==> src/hw/rtl/msp_pkg.sv <==
package msp_pkg;

    // Number of servo outputs served in one frame.
    localparam int NUM_SERVOS = 8;
    // Bits needed to address one servo.
    localparam int SLOT_W = (NUM_SERVOS > 1) ? $clog2(NUM_SERVOS) : 1;

    // Payload widths fixed by the interface.
    localparam int FUNC_W    = 2;
    localparam int CHANNEL_W = 4;
    localparam int POS_W     = 8;
    localparam int PINS_W    = 8;
    localparam int TICKS_W   = 12;
    localparam int CFG_IDX_W = 2;
    localparam int CFG_DATA_W = 12;

    // Register reset values.
    localparam logic [TICKS_W-1:0] FRAME_TICKS_RST = 12'd1152;
    localparam logic [POS_W-1:0]   MIN_HIGH_RST    = 8'd1;
    localparam logic [POS_W-1:0]   MAX_HIGH_RST    = 8'd255;

    // Operation codes of an input beat.
    typedef enum logic [FUNC_W-1:0] {
        FUNC_TICK = 2'd0,
        FUNC_SET  = 2'd1,
        FUNC_GET  = 2'd2
    } func_t;

    // Configuration register indexes.
    typedef enum logic [CFG_IDX_W-1:0] {
        CFG_FRAME_TICKS = 2'd0,
        CFG_MIN_HIGH    = 2'd1,
        CFG_MAX_HIGH    = 2'd2
    } cfg_idx_t;

    // Configuration values as seen by the pulse engine.
    typedef struct packed {
        logic [TICKS_W-1:0] frame_ticks;
        logic [POS_W-1:0]   min_high;
        logic [POS_W-1:0]   max_high;
    } cfg_t;

endpackage

==> src/hw/rtl/msp_if.sv <==
// Input channel: one command beat.
interface msp_item_if;
    logic                           valid;
    logic                           ready;
    logic [msp_pkg::FUNC_W-1:0]     func;
    logic [msp_pkg::CHANNEL_W-1:0]  channel;
    logic [msp_pkg::POS_W-1:0]      position;

    modport source (output valid, output func, output channel, output position, input ready);
    modport sink (input valid, input func, input channel, input position, output ready);
endinterface

// Result channel: one result beat per command.
interface msp_result_if;
    logic                           valid;
    logic                           ready;
    logic [msp_pkg::PINS_W-1:0]     pins;
    logic [msp_pkg::POS_W-1:0]      read_position;

    modport source (output valid, output pins, output read_position, input ready);
    modport sink (input valid, input pins, input read_position, output ready);
endinterface

// Configuration write channel.
interface msp_cfg_if;
    logic                             valid;
    logic                             ready;
    logic [msp_pkg::CFG_IDX_W-1:0]    index;
    logic [msp_pkg::CFG_DATA_W-1:0]   data;

    modport source (output valid, output index, output data, input ready);
    modport sink (input valid, input index, input data, output ready);
endinterface

==> src/hw/rtl/msp_ram.sv <==
module msp_ram #(
    parameter int WIDTH = 8,
    parameter int DEPTH = 8
) (
    input  logic                                        clk,
    input  logic                                        we,
    input  logic [((DEPTH > 1) ? $clog2(DEPTH) : 1)-1:0] waddr,
    input  logic [WIDTH-1:0]                            wdata,
    input  logic                                        re_a,
    input  logic [((DEPTH > 1) ? $clog2(DEPTH) : 1)-1:0] raddr_a,
    output logic [WIDTH-1:0]                            rdata_a,
    input  logic                                        re_b,
    input  logic [((DEPTH > 1) ? $clog2(DEPTH) : 1)-1:0] raddr_b,
    output logic [WIDTH-1:0]                            rdata_b
);

    logic [WIDTH-1:0] mem [DEPTH];

    // One write port, two registered read ports; a read in the same cycle
    // as a write to that address returns the old contents.
    always_ff @(posedge clk)
    begin
        if (we)
        begin
            mem[waddr] <= wdata;
        end
        if (re_a)
        begin
            rdata_a <= mem[raddr_a];
        end
        if (re_b)
        begin
            rdata_b <= mem[raddr_b];
        end
    end

endmodule

==> src/hw/rtl/msp_cfg_regs.sv <==
module msp_cfg_regs (
    input  logic              clk,
    input  logic              rst_n,
    msp_cfg_if.sink           cfg,
    output msp_pkg::cfg_t     cfg_values
);

    msp_pkg::cfg_t cfg_reg;
    msp_pkg::cfg_t cfg_next;

    // Writes are always taken; an unknown index leaves every register alone.
    assign cfg.ready  = 1'b1;
    assign cfg_values = cfg_reg;

    always_comb
    begin
        cfg_next = cfg_reg;
        if (cfg.valid)
        begin
            case (cfg.index)
                msp_pkg::CFG_FRAME_TICKS: cfg_next.frame_ticks = cfg.data;
                msp_pkg::CFG_MIN_HIGH:    cfg_next.min_high = cfg.data[msp_pkg::POS_W-1:0];
                msp_pkg::CFG_MAX_HIGH:    cfg_next.max_high = cfg.data[msp_pkg::POS_W-1:0];
                default:                  cfg_next = cfg_reg;
            endcase
        end
    end

    always_ff @(posedge clk or negedge rst_n)
    begin
        if (!rst_n)
        begin
            cfg_reg.frame_ticks <= msp_pkg::FRAME_TICKS_RST;
            cfg_reg.min_high    <= msp_pkg::MIN_HIGH_RST;
            cfg_reg.max_high    <= msp_pkg::MAX_HIGH_RST;
        end
        else
        begin
            cfg_reg <= cfg_next;
        end
    end

endmodule

==> src/hw/rtl/msp_engine.sv <==
module msp_engine (
    input  logic              clk,
    input  logic              rst_n,
    msp_item_if.sink          item,
    msp_result_if.source      result,
    input  msp_pkg::cfg_t     cfg_values
);

    localparam int SW = msp_pkg::SLOT_W;
    localparam int NS = msp_pkg::NUM_SERVOS;
    localparam int PW = msp_pkg::POS_W;
    localparam int TW = msp_pkg::TICKS_W;

    // Flow control: input stage and result register.
    logic s1_valid_reg, s1_valid_next;
    logic out_valid_reg, out_valid_next;
    logic accept;
    logic proc;

    // Input stage payload.
    logic [msp_pkg::FUNC_W-1:0]    s1_func_reg;
    logic [msp_pkg::CHANNEL_W-1:0] s1_channel_reg;
    logic [PW-1:0]                 s1_pos_reg;
    logic                          a_fwd_reg;
    logic [PW-1:0]                 a_fwd_data_reg;
    logic                          a_vld_reg;

    // Slot-load read port bookkeeping.
    logic                          b_fwd_reg;
    logic [PW-1:0]                 b_fwd_data_reg;
    logic                          b_vld_reg;
    logic [SW-1:0]                 b_addr;

    // Frame sequencer state.
    logic [SW-1:0] slot_reg, slot_next;
    logic          in_idle_reg, in_idle_next;
    logic [TW-1:0] ticks_left_reg, ticks_left_next;
    logic [TW-1:0] high_sum_reg, high_sum_next;

    // Per-servo written and nonzero flags.
    logic [NS-1:0] vld_reg, vld_next;
    logic [NS-1:0] nz_reg, nz_next;

    // Result register.
    logic [msp_pkg::PINS_W-1:0] pins_reg;
    logic [PW-1:0]              rd_reg;

    // Store write port.
    logic          wr_en;
    logic [SW-1:0] wr_addr;
    logic [PW-1:0] wr_data;

    logic [PW-1:0] ram_a;
    logic [PW-1:0] ram_b;
    logic [PW-1:0] get_data;
    logic [PW-1:0] load_data;
    logic [PW-1:0] clamped;
    logic          s1_ch_ok;
    logic [SW:0]   slot_inc;
    logic [msp_pkg::PINS_W-1:0] pins_now;
    logic [PW-1:0] rd_now;
    logic [SW-1:0] in_addr;

    assign proc        = s1_valid_reg && (!out_valid_reg || result.ready);
    assign item.ready  = !s1_valid_reg || proc;
    assign accept      = item.valid && item.ready;
    assign in_addr     = item.channel[SW-1:0];

    assign result.valid         = out_valid_reg;
    assign result.pins          = pins_reg;
    assign result.read_position = rd_reg;

    msp_ram #(
        .WIDTH (PW),
        .DEPTH (NS)
    ) u_store (
        .clk     (clk),
        .we      (wr_en),
        .waddr   (wr_addr),
        .wdata   (wr_data),
        .re_a    (accept),
        .raddr_a (in_addr),
        .rdata_a (ram_a),
        .re_b    (1'b1),
        .raddr_b (b_addr),
        .rdata_b (ram_b)
    );

    // Store data as seen by the item in the input stage, with the write of
    // the same edge forwarded and never-written entries reading as zero.
    assign get_data  = a_fwd_reg ? a_fwd_data_reg : (a_vld_reg ? ram_a : '0);
    assign load_data = b_fwd_reg ? b_fwd_data_reg : (b_vld_reg ? ram_b : '0);

    // Clamp a nonzero set value into the configured window.
    always_comb
    begin
        clamped = s1_pos_reg;
        if (s1_pos_reg != '0)
        begin
            if (s1_pos_reg < cfg_values.min_high)
            begin
                clamped = cfg_values.min_high;
            end
            else if (s1_pos_reg > cfg_values.max_high)
            begin
                clamped = cfg_values.max_high;
            end
        end
    end

    assign s1_ch_ok = s1_channel_reg < msp_pkg::CHANNEL_W'(NS);
    assign wr_en    = proc && (s1_func_reg == msp_pkg::FUNC_SET) && s1_ch_ok;
    assign wr_addr  = s1_channel_reg[SW-1:0];
    assign wr_data  = clamped;

    // Pin levels during the present tick.
    assign pins_now = (!in_idle_reg && nz_reg[slot_reg])
                      ? (msp_pkg::PINS_W'(1) << slot_reg) : '0;
    assign rd_now   = ((s1_func_reg == msp_pkg::FUNC_GET) && s1_ch_ok) ? get_data : '0;

    // Frame sequencer: count down the segment, then load the next slot or idle.
    assign slot_inc = (SW + 1)'(slot_reg) + (SW + 1)'(1);

    always_comb
    begin
        slot_next       = slot_reg;
        in_idle_next    = in_idle_reg;
        ticks_left_next = ticks_left_reg;
        high_sum_next   = high_sum_reg;
        if (proc && (s1_func_reg == msp_pkg::FUNC_TICK))
        begin
            if (ticks_left_reg != '0)
            begin
                ticks_left_next = ticks_left_reg - TW'(1);
            end
            else if (in_idle_reg)
            begin
                in_idle_next    = 1'b0;
                slot_next       = '0;
                ticks_left_next = TW'(load_data);
                high_sum_next   = TW'(load_data);
            end
            else if (slot_inc < (SW + 1)'(NS))
            begin
                slot_next       = slot_inc[SW-1:0];
                ticks_left_next = TW'(load_data);
                high_sum_next   = high_sum_reg + TW'(load_data);
            end
            else
            begin
                in_idle_next    = 1'b1;
                slot_next       = '0;
                ticks_left_next = (cfg_values.frame_ticks > high_sum_reg)
                                  ? (cfg_values.frame_ticks - high_sum_reg) : '0;
            end
        end
    end

    // Prefetch the entry that the next segment end will load.
    assign b_addr = in_idle_next ? '0 : (slot_next + SW'(1));

    // Flags per servo follow the store writes.
    always_comb
    begin
        vld_next = vld_reg;
        nz_next  = nz_reg;
        if (wr_en)
        begin
            vld_next[wr_addr] = 1'b1;
            nz_next[wr_addr]  = (wr_data != '0);
        end
    end

    always_comb
    begin
        s1_valid_next = s1_valid_reg;
        if (accept)
        begin
            s1_valid_next = 1'b1;
        end
        else if (proc)
        begin
            s1_valid_next = 1'b0;
        end
    end

    always_comb
    begin
        out_valid_next = out_valid_reg;
        if (proc)
        begin
            out_valid_next = 1'b1;
        end
        else if (result.ready)
        begin
            out_valid_next = 1'b0;
        end
    end

    // Control state.
    always_ff @(posedge clk or negedge rst_n)
    begin
        if (!rst_n)
        begin
            s1_valid_reg   <= 1'b0;
            out_valid_reg  <= 1'b0;
            slot_reg       <= '0;
            in_idle_reg    <= 1'b0;
            ticks_left_reg <= '0;
            high_sum_reg   <= '0;
            vld_reg        <= '0;
            nz_reg         <= '0;
        end
        else
        begin
            s1_valid_reg   <= s1_valid_next;
            out_valid_reg  <= out_valid_next;
            slot_reg       <= slot_next;
            in_idle_reg    <= in_idle_next;
            ticks_left_reg <= ticks_left_next;
            high_sum_reg   <= high_sum_next;
            vld_reg        <= vld_next;
            nz_reg         <= nz_next;
        end
    end

    // Input stage payload and the matching store read bookkeeping.
    always_ff @(posedge clk)
    begin
        if (accept)
        begin
            s1_func_reg    <= item.func;
            s1_channel_reg <= item.channel;
            s1_pos_reg     <= item.position;
            a_fwd_reg      <= wr_en && (wr_addr == in_addr);
            a_fwd_data_reg <= wr_data;
            a_vld_reg      <= vld_reg[in_addr];
        end
        b_fwd_reg      <= wr_en && (wr_addr == b_addr);
        b_fwd_data_reg <= wr_data;
        b_vld_reg      <= vld_reg[b_addr];
    end

    // Result register.
    always_ff @(posedge clk)
    begin
        if (proc)
        begin
            pins_reg <= pins_now;
            rd_reg   <= rd_now;
        end
    end

endmodule

==> src/hw/rtl/multiplexed_servo_pulse_generator.sv <==
// Multiplexed servo pulse generator.
// The item channel carries one command per beat: func selects a tick, a set
// of one servo's position, or a get of a stored position. Every command beat
// yields exactly one result beat on the result channel, carrying the pin
// levels that held during that command and, for a get, the stored position.
// Servos are served one after another in a frame; each slot lasts position+1
// ticks; pins then stay low for max(frame_ticks - position sum, 0) + 1 ticks.
// The cfg channel writes frame_ticks, min_high and max_high; it is always
// ready and should be used only while no command is in flight.
// Throughput is one command per cycle while the result receiver keeps up.
// An accepted command moves from the input register into the result register
// once the result register is free or its beat is being taken.
// Reset marks every position store entry unwritten (read as zero), clears the
// frame sequencer and both pipeline registers, and loads register defaults.
// When the result receiver stalls, one result waits in the result register
// while one more command is held in the input register; item.ready then drops
// until the waiting result is taken.
module multiplexed_servo_pulse_generator (
    input  logic          clk,
    input  logic          rst_n,
    msp_item_if.sink      item,
    msp_result_if.source  result,
    msp_cfg_if.sink       cfg
);

    msp_pkg::cfg_t cfg_values;

    // Configuration registers.
    msp_cfg_regs u_cfg_regs (
        .clk        (clk),
        .rst_n      (rst_n),
        .cfg        (cfg),
        .cfg_values (cfg_values)
    );

    // Command pipeline, position store and frame sequencer.
    msp_engine u_engine (
        .clk        (clk),
        .rst_n      (rst_n),
        .item       (item),
        .result     (result),
        .cfg_values (cfg_values)
    );

endmodule

==> src/flat_wrapper.sv <==
// flat-port wrapper written by rule: the top's interface ports become plain ports
module multiplexed_servo_pulse_generator_flat 
  (clk, rst_n, item_valid, item_func, item_channel, item_position, item_ready, result_valid, result_pins, result_read_position, result_ready, cfg_valid, cfg_index, cfg_data, cfg_ready);
  msp_item_if item_i ();
  msp_result_if result_i ();
  msp_cfg_if cfg_i ();
  input  logic clk;
  input  logic rst_n;
  input wire logic [$bits(item_i.valid)-1:0] item_valid;
  input wire logic [$bits(item_i.func)-1:0] item_func;
  input wire logic [$bits(item_i.channel)-1:0] item_channel;
  input wire logic [$bits(item_i.position)-1:0] item_position;
  output wire logic [$bits(item_i.ready)-1:0] item_ready;
  output wire logic [$bits(result_i.valid)-1:0] result_valid;
  output wire logic [$bits(result_i.pins)-1:0] result_pins;
  output wire logic [$bits(result_i.read_position)-1:0] result_read_position;
  input wire logic [$bits(result_i.ready)-1:0] result_ready;
  input wire logic [$bits(cfg_i.valid)-1:0] cfg_valid;
  input wire logic [$bits(cfg_i.index)-1:0] cfg_index;
  input wire logic [$bits(cfg_i.data)-1:0] cfg_data;
  output wire logic [$bits(cfg_i.ready)-1:0] cfg_ready;
  assign item_i.valid = item_valid;
  assign item_i.func = item_func;
  assign item_i.channel = item_channel;
  assign item_i.position = item_position;
  assign item_ready = item_i.ready;
  assign result_valid = result_i.valid;
  assign result_pins = result_i.pins;
  assign result_read_position = result_i.read_position;
  assign result_i.ready = result_ready;
  assign cfg_i.valid = cfg_valid;
  assign cfg_i.index = cfg_index;
  assign cfg_i.data = cfg_data;
  assign cfg_ready = cfg_i.ready;
  multiplexed_servo_pulse_generator u_core (.clk(clk), .rst_n(rst_n), .item(item_i), .result(result_i), .cfg(cfg_i));
endmodule
==> config.mk <==
export PLATFORM = sky130hd
export DESIGN_NAME = multiplexed_servo_pulse_generator_flat
export DESIGN_NICKNAME = d
export VERILOG_FILES = /design/src/hw/rtl/msp_pkg.sv /design/src/hw/rtl/msp_if.sv /design/src/hw/rtl/msp_ram.sv /design/src/hw/rtl/msp_cfg_regs.sv /design/src/hw/rtl/msp_engine.sv /design/src/hw/rtl/multiplexed_servo_pulse_generator.sv /design/src/flat_wrapper.sv
export SDC_FILE = /design/constraint.sdc
export NUM_CORES = 1
export LEC_CHECK = 0
export BUFFER_PORTS_ARGS = -buffer_cell sky130_fd_sc_hd__buf_2
export CAP_MARGIN = 20
export CELL_PAD_IN_SITES_DETAIL_PLACEMENT = 1
export CELL_PAD_IN_SITES_GLOBAL_PLACEMENT = 1
export CORE_MARGIN = 2
export CORE_UTILIZATION = 54
export DETAILED_ROUTE_END_ITERATION = 6
export PLACE_DENSITY = 0.83
export SYNTH_ARGS = -nofsm -noshare
export SYNTH_HDL_FRONTEND = slang
export SYNTH_SLANG_ARGS = --single-unit
==> constraint.sdc <==
create_clock -name clk -period 9.76 [get_ports clk]
set_clock_uncertainty 0.15 [all_clocks]
set_input_delay 1.952 -clock clk [delete_from_list [all_inputs] [get_ports clk]]
set_output_delay 1.952 -clock clk [all_outputs]
set_load 0.05 [all_outputs]
Word-level counts from Yosys, hierarchy flattened
Memory sizes are Yosys's and may differ from the RTL's. A register that Yosys moved wholly into a read port is not among the register bits. Cells that the tools add are included.

$lt $le $gt $ge: 10. Add/subtract/negate cells: 5. Multiplexer cells: 37. Shift-type cells: 1. Bitwise logic cells: 2. Reductions and logical operators: 27. Equality and inequality tests: 6.

Operator list (number): $mux W12 (6); $mux W8 (7); $lt A3 B4 Y1 const B (4); $reduce_bool A8 Y1 (2); $mux W3 (5); $mux W1 (14); $add A12 B8 Y12 (1); $gt A12 B12 Y1 (1); $reduce_bool A12 Y1 (1); $sub A12 B1 Y12 const B (1); $sub A12 B12 Y12 (1); $logic_and A1 B1 Y1 (10); $bmux W1 S3 (3); $bwmux W8 (1); $gt A8 B8 Y1 (1); $lt A4 B4 Y1 const B (2); $lt A8 B8 Y1 (1); $or A8 B8 Y8 (1); $shl A1 B3 Y8 const A (1); $eq A3 B3 Y1 (2); $reduce_and A2 Y1 (3); $reduce_bool A2 Y1 (3); $add A3 B1 Y4 const B (1); $eq A2 B1 Y1 const B (2); other kinds (9) (14).

Register bits: 124. Output and inout bits: 19. Memories kept: 1. Bits in writable memories: 64.

Memories: u_core.u_engine.u_store.mem (words 8, width 8, read ports 2, clocked after Yosys merged registers in 2, wr ports 1, line msp_ram.sv:17) `logic [WIDTH-1:0] mem [DEPTH];`.

Longest topological paths before layout
Word-level depth: 10. Mapped depth: 15. Gate-level depth less buffers: 14.

Cells and area by module
Synthesis repeated with hierarchy kept, for this count alone.

Cells, all modules: 800. Area, all modules: 10551.4 um^2.

Modules (own cells, without submodules): msp_engine (cells each 587, seq. area each 2552.4 um^2, area each 5899.4 um^2, times used 1); msp_ram (cells each 151, seq. area each 2402.3 um^2, area each 3558.4 um^2, times used 1); msp_cfg_regs (cells each 62, seq. area each 714.4 um^2, area each 1093.5 um^2, times used 1).

Worst setup path after synthesis
Ideal clock, no wire load.

Kind: input -> register. From: input port result_ready. To: register u_core.u_engine.u_store.rdata_b[6], read port of u_core.u_engine.u_store.mem. Slack: 4.671 ns. Arrival time: 4.852 ns. Stages on the path: 12. Required time: 9.523 ns. Path buffers: 2. Setup time: 0.087 ns. Path through: nor2b_1 > or4_4 > buf_6 > nor3_2 > mux2_2 > ha_1 > inv_1 > a21boi_1 > clkbuf_1 > o22ai_2 > or3_1 > o31ai_1.

Cells in the longest elaborated chain, start to end: 6. Elaborated cells on any way between the ends: 7. Those cells by class: 1 x add/sub; 3 x mux; 3 x reduce/logical.

Ends and longest elaborated chain: start, declared (line flat_wrapper.sv:17) `input wire logic [$bits(result_i.ready)-1:0] result_ready;`; $logic_or A1 B1 Y1 (line msp_engine.sv:64) `assign proc = s1_valid_reg && (!out_valid_reg || result.ready);`; $logic_and A1 B1 Y1 (line msp_engine.sv:64); $logic_and A1 B1 Y1 (line msp_engine.sv:130) `if (proc && (s1_func_reg == msp_pkg::FUNC_TICK))`; $mux W3 (line msp_engine.sv:130); via u_core.u_engine.slot_next[0] (line msp_engine.sv:35) `logic [SW-1:0] slot_reg, slot_next;`; $add A3 B1 Y3 (line msp_engine.sv:160) `assign b_addr = in_idle_next ? '0 : (slot_next + SW'(1));`; $mux W3 (line msp_engine.sv:160); end, declared (line msp_ram.sv:14) `output logic [WIDTH-1:0] rdata_b`.

The timed path passes the listed nets, and every way through them passes these cells. A chain may end at the register's enable or synchronous reset.

Worst setup path after layout
From: input port result_ready. To: register u_core.u_engine.u_store.rdata_b[2], read port of u_core.u_engine.u_store.mem.

Same word-level chain as after synthesis.

==> flow_summary.yaml <==
global_routing:
  grt_pass1_wl_um: 43300
  grt_pass1_vias: 7701
  antenna_found_initial: 0
  grt_usage: 0.282
  overflow: 0
  grt_max_degree: 49
route:
  totalWireLength_um: 28000
  drc: 0
  drt_first_pass_iters: 5
  first_iter_violations: 565
  dr_total_vias: 7140
  ant_nets: 0
  vias_per_cell: 6.42
  wire_per_inst_um: 25.2
power_and_ir_drop:
  leakage_nw: 4.51
  power_mw: 2.52
  internal_power_mw: 1.80
  powerDensity_mw_per_mm2: 223
  ir_drop_mv: 0.237
  power.share.clock: 0.370
  pwr-share-seq: 0.442
  p_sw_mw: 0.725
  combPwrFrac: 0.188
  p_sw_frac: 0.287
min_path:
  hp-class: "flip-flop to flip-flop"
cells_and_area:
  n_antenna_cell: 0
  layout-drive-gt1-share: 0.223
  fin_cells: 1113
  fill_cells: 1777
  nets: 944
  largest_register_ffs: 64
  regMostFlops: "u_core.u_engine.u_store.mem"
  area_delta_synth_final_pct: 13.1
timing:
  max_slew_margin: 0.323
  fin_setup_tns_ns: 0
  hold_viol: 0
  slew_viol_final: 0
  tightest_slew_ns: 1.01
  worst_slack_ns: 4.76
  final-setup-viol-count: 0
  period_share: 0.512
  rsz0062_at_grt: "false"
  fmax_mhz: 200
  fin_crit_ns: 5.00
yosys:
  synth_seq_cells: 204
  synth_top_area_cell: "edfxtp_1"
  yosysMostFrequentCell: "edfxtp_1"
  syn_area_mm2: 0.0100
  synth.area.top_cells: "edfxtp_1 (34%), dfrtp_1 (16%), mux2_2 (5.3%)"
  synth-edff-count: 112
  ys_types: 65
  synth_common_cells: "edfxtp_1 (112), dfrtp_1 (63), inv_1 (49)"
  ys_seq_area_frac: 0.558
  synthFlopType: "edfxtp_1"
  synth-async-reset-ratio: 0.363
  syn_area_per_cell_um2: 12.4
  ys_warn_count: 0
  yosysTopAreaCellShare: 0.336
  syn_nets: 887
  syn_inst: 811
floorplan:
  row_count: 49
  chipWidth_um: 140
  die_y_um: 140
  io_pins: 52
  dieArea_mm2: 0.0197
  coreArea_mm2: 0.0181
  start_util: 0.554
setup_path:
  startpoint: "result_ready"
  cp-endpoint: "u_core.u_engine.u_store.rdata_b[2]"
  critPathLaunchType: "primary input"
  crit_arrival_ns: 5.29
  worstPathRequired_ns: 10.05
  r2r_start: "u_core.u_engine.ticks_left_reg[3]"
  critPathCaptureType: "flip-flop"
  critPathKind: "primary input to flip-flop"
  r2r_cells: 9
  ff2ff_setup_slack_ns: 5.57
  path_max_fanout: 18
  r2r_end: "u_core.u_engine.u_store.rdata_b[2]"
cts:
  cts_setup_buffers: 0
  cts_buffers: 22
  h-tree-depth: 1
  cts.sinks: 204
  cts_resized: 0
  clk_pin_slew_ns: 0.06
  cts_hold_buf: 0
  clk_path_buf_depth: 3
  clkLatencyLatePin_ns: 0.54
  cts_root_buf: "clkbuf_16"
  tritoncts: "yes"
place:
  dp_hpwl_um: 18800
  dp.cells: 1067
  dpl_worst_slack_ns: 4.29
  port-buffer-count: 50
  routabilityCongestion: 0.893
outcome:
  status: "complete, no violations"
flow_run:
  drv_cap: 0
-- power groups by stage --
stage,clock (mW),sequential (mW),combinational (mW)
after floorplan,0,1.12,0.312
after global placement,0,1.12,0.423
after detailed placement,0,1.13,0.458
after CTS,0.941,1.11,0.470
after global routing,0.975,1.13,0.518
final,0.933,1.12,0.474
-- placed cells by master, fill, tap and decap left out, drive strengths merged, types with 25 or more instances in the layout --
cell type and n:
a21oi 30, mux2 47, inv 49, o21ai 25
nor3 26, edfxtp 112, buf 61, nor2 41
dfrtp 63, nand2 39, ha 41, o22ai 39
-- stage by stage --
stage,area [um^2],util,hold slack (ns)
CTS,11300,0.624,0.366
global route,11300,0.627,0.385
detailed placement,10500,0.579,0.349
global placement,10400,0.578,0.330
floorplan,10000,-,0.308
finish,11300,0.627,0.361
-- area by class of cell --
cell class,instances,area [um^2],area share
well taps,229,287,0.0253
clock inverters,18,263,0.0232
clock buffers,22,551,0.0486
flip-flops and latches,204,5590,0.493
multi-input cells,529,4120,0.363
repair buffers,62,345,0.0305
inverters,49,184,0.0162
-- worst min path at each step --
stage	startpoint	endpoint	slack (ns)	cells after the start
2_1_floorplan	u_core.u_engine.vld_reg[2]	u_core.u_engine.vld_reg[2]	0.31	1
4_1_cts	u_core.u_engine.nz_reg[4]	u_core.u_engine.nz_reg[4]	0.37	1
5_1_grt	u_core.u_cfg_regs.cfg_values[25]	u_core.u_cfg_regs.cfg_values[25]	0.39	1
6_report	u_core.u_engine.nz_reg[4]	u_core.u_engine.nz_reg[4]	0.36	1
3_3_place_gp	u_core.u_engine.s1_valid_reg	u_core.u_engine.result.valid	0.33	2
3_5_place_dp	u_core.u_engine.nz_reg[4]	u_core.u_engine.nz_reg[4]	0.35	1
-- logic make-up (layout without fill, tap and decap cells) --
kind of cell / count (synthesis) / count (layout) / share of synthesized area
other cells: 1 / 1 / 0.000374
compound gates: 187 / 187 / 0.124
flops: 204 / 204 / 0.558
fa+ha+maj: 43 / 43 / 0.0552
buf+inv: 78 / 151 / 0.0333
xor+xnor: 22 / 22 / 0.0192
mux: 70 / 70 / 0.101
simple gates: 206 / 206 / 0.109
-- critical path, stage by stage --
cell     delay [ns]
buf_2          0.09
nor2b_1        0.05
or4_4          0.54
nor3_2         0.49
mux2_2         0.42
ha_1           0.37
or2_1          0.67
o22ai_1        0.21
or3_1          0.39
o31ai_1        0.08
-- metal layers --
layer | vias to the layer above | track usage | wire length [um]
met5 | - | 0 | 0
met4 | 0 | 0.0851 | 636
met3 | 57 | 0.0366 | 1290
met2 | 221 | 0.507 | 14800
met1 | 3685 | 0.357 | 11300
li1 | 3177 | - | -
No activity file was read; power rests on OpenSTA's default activity.
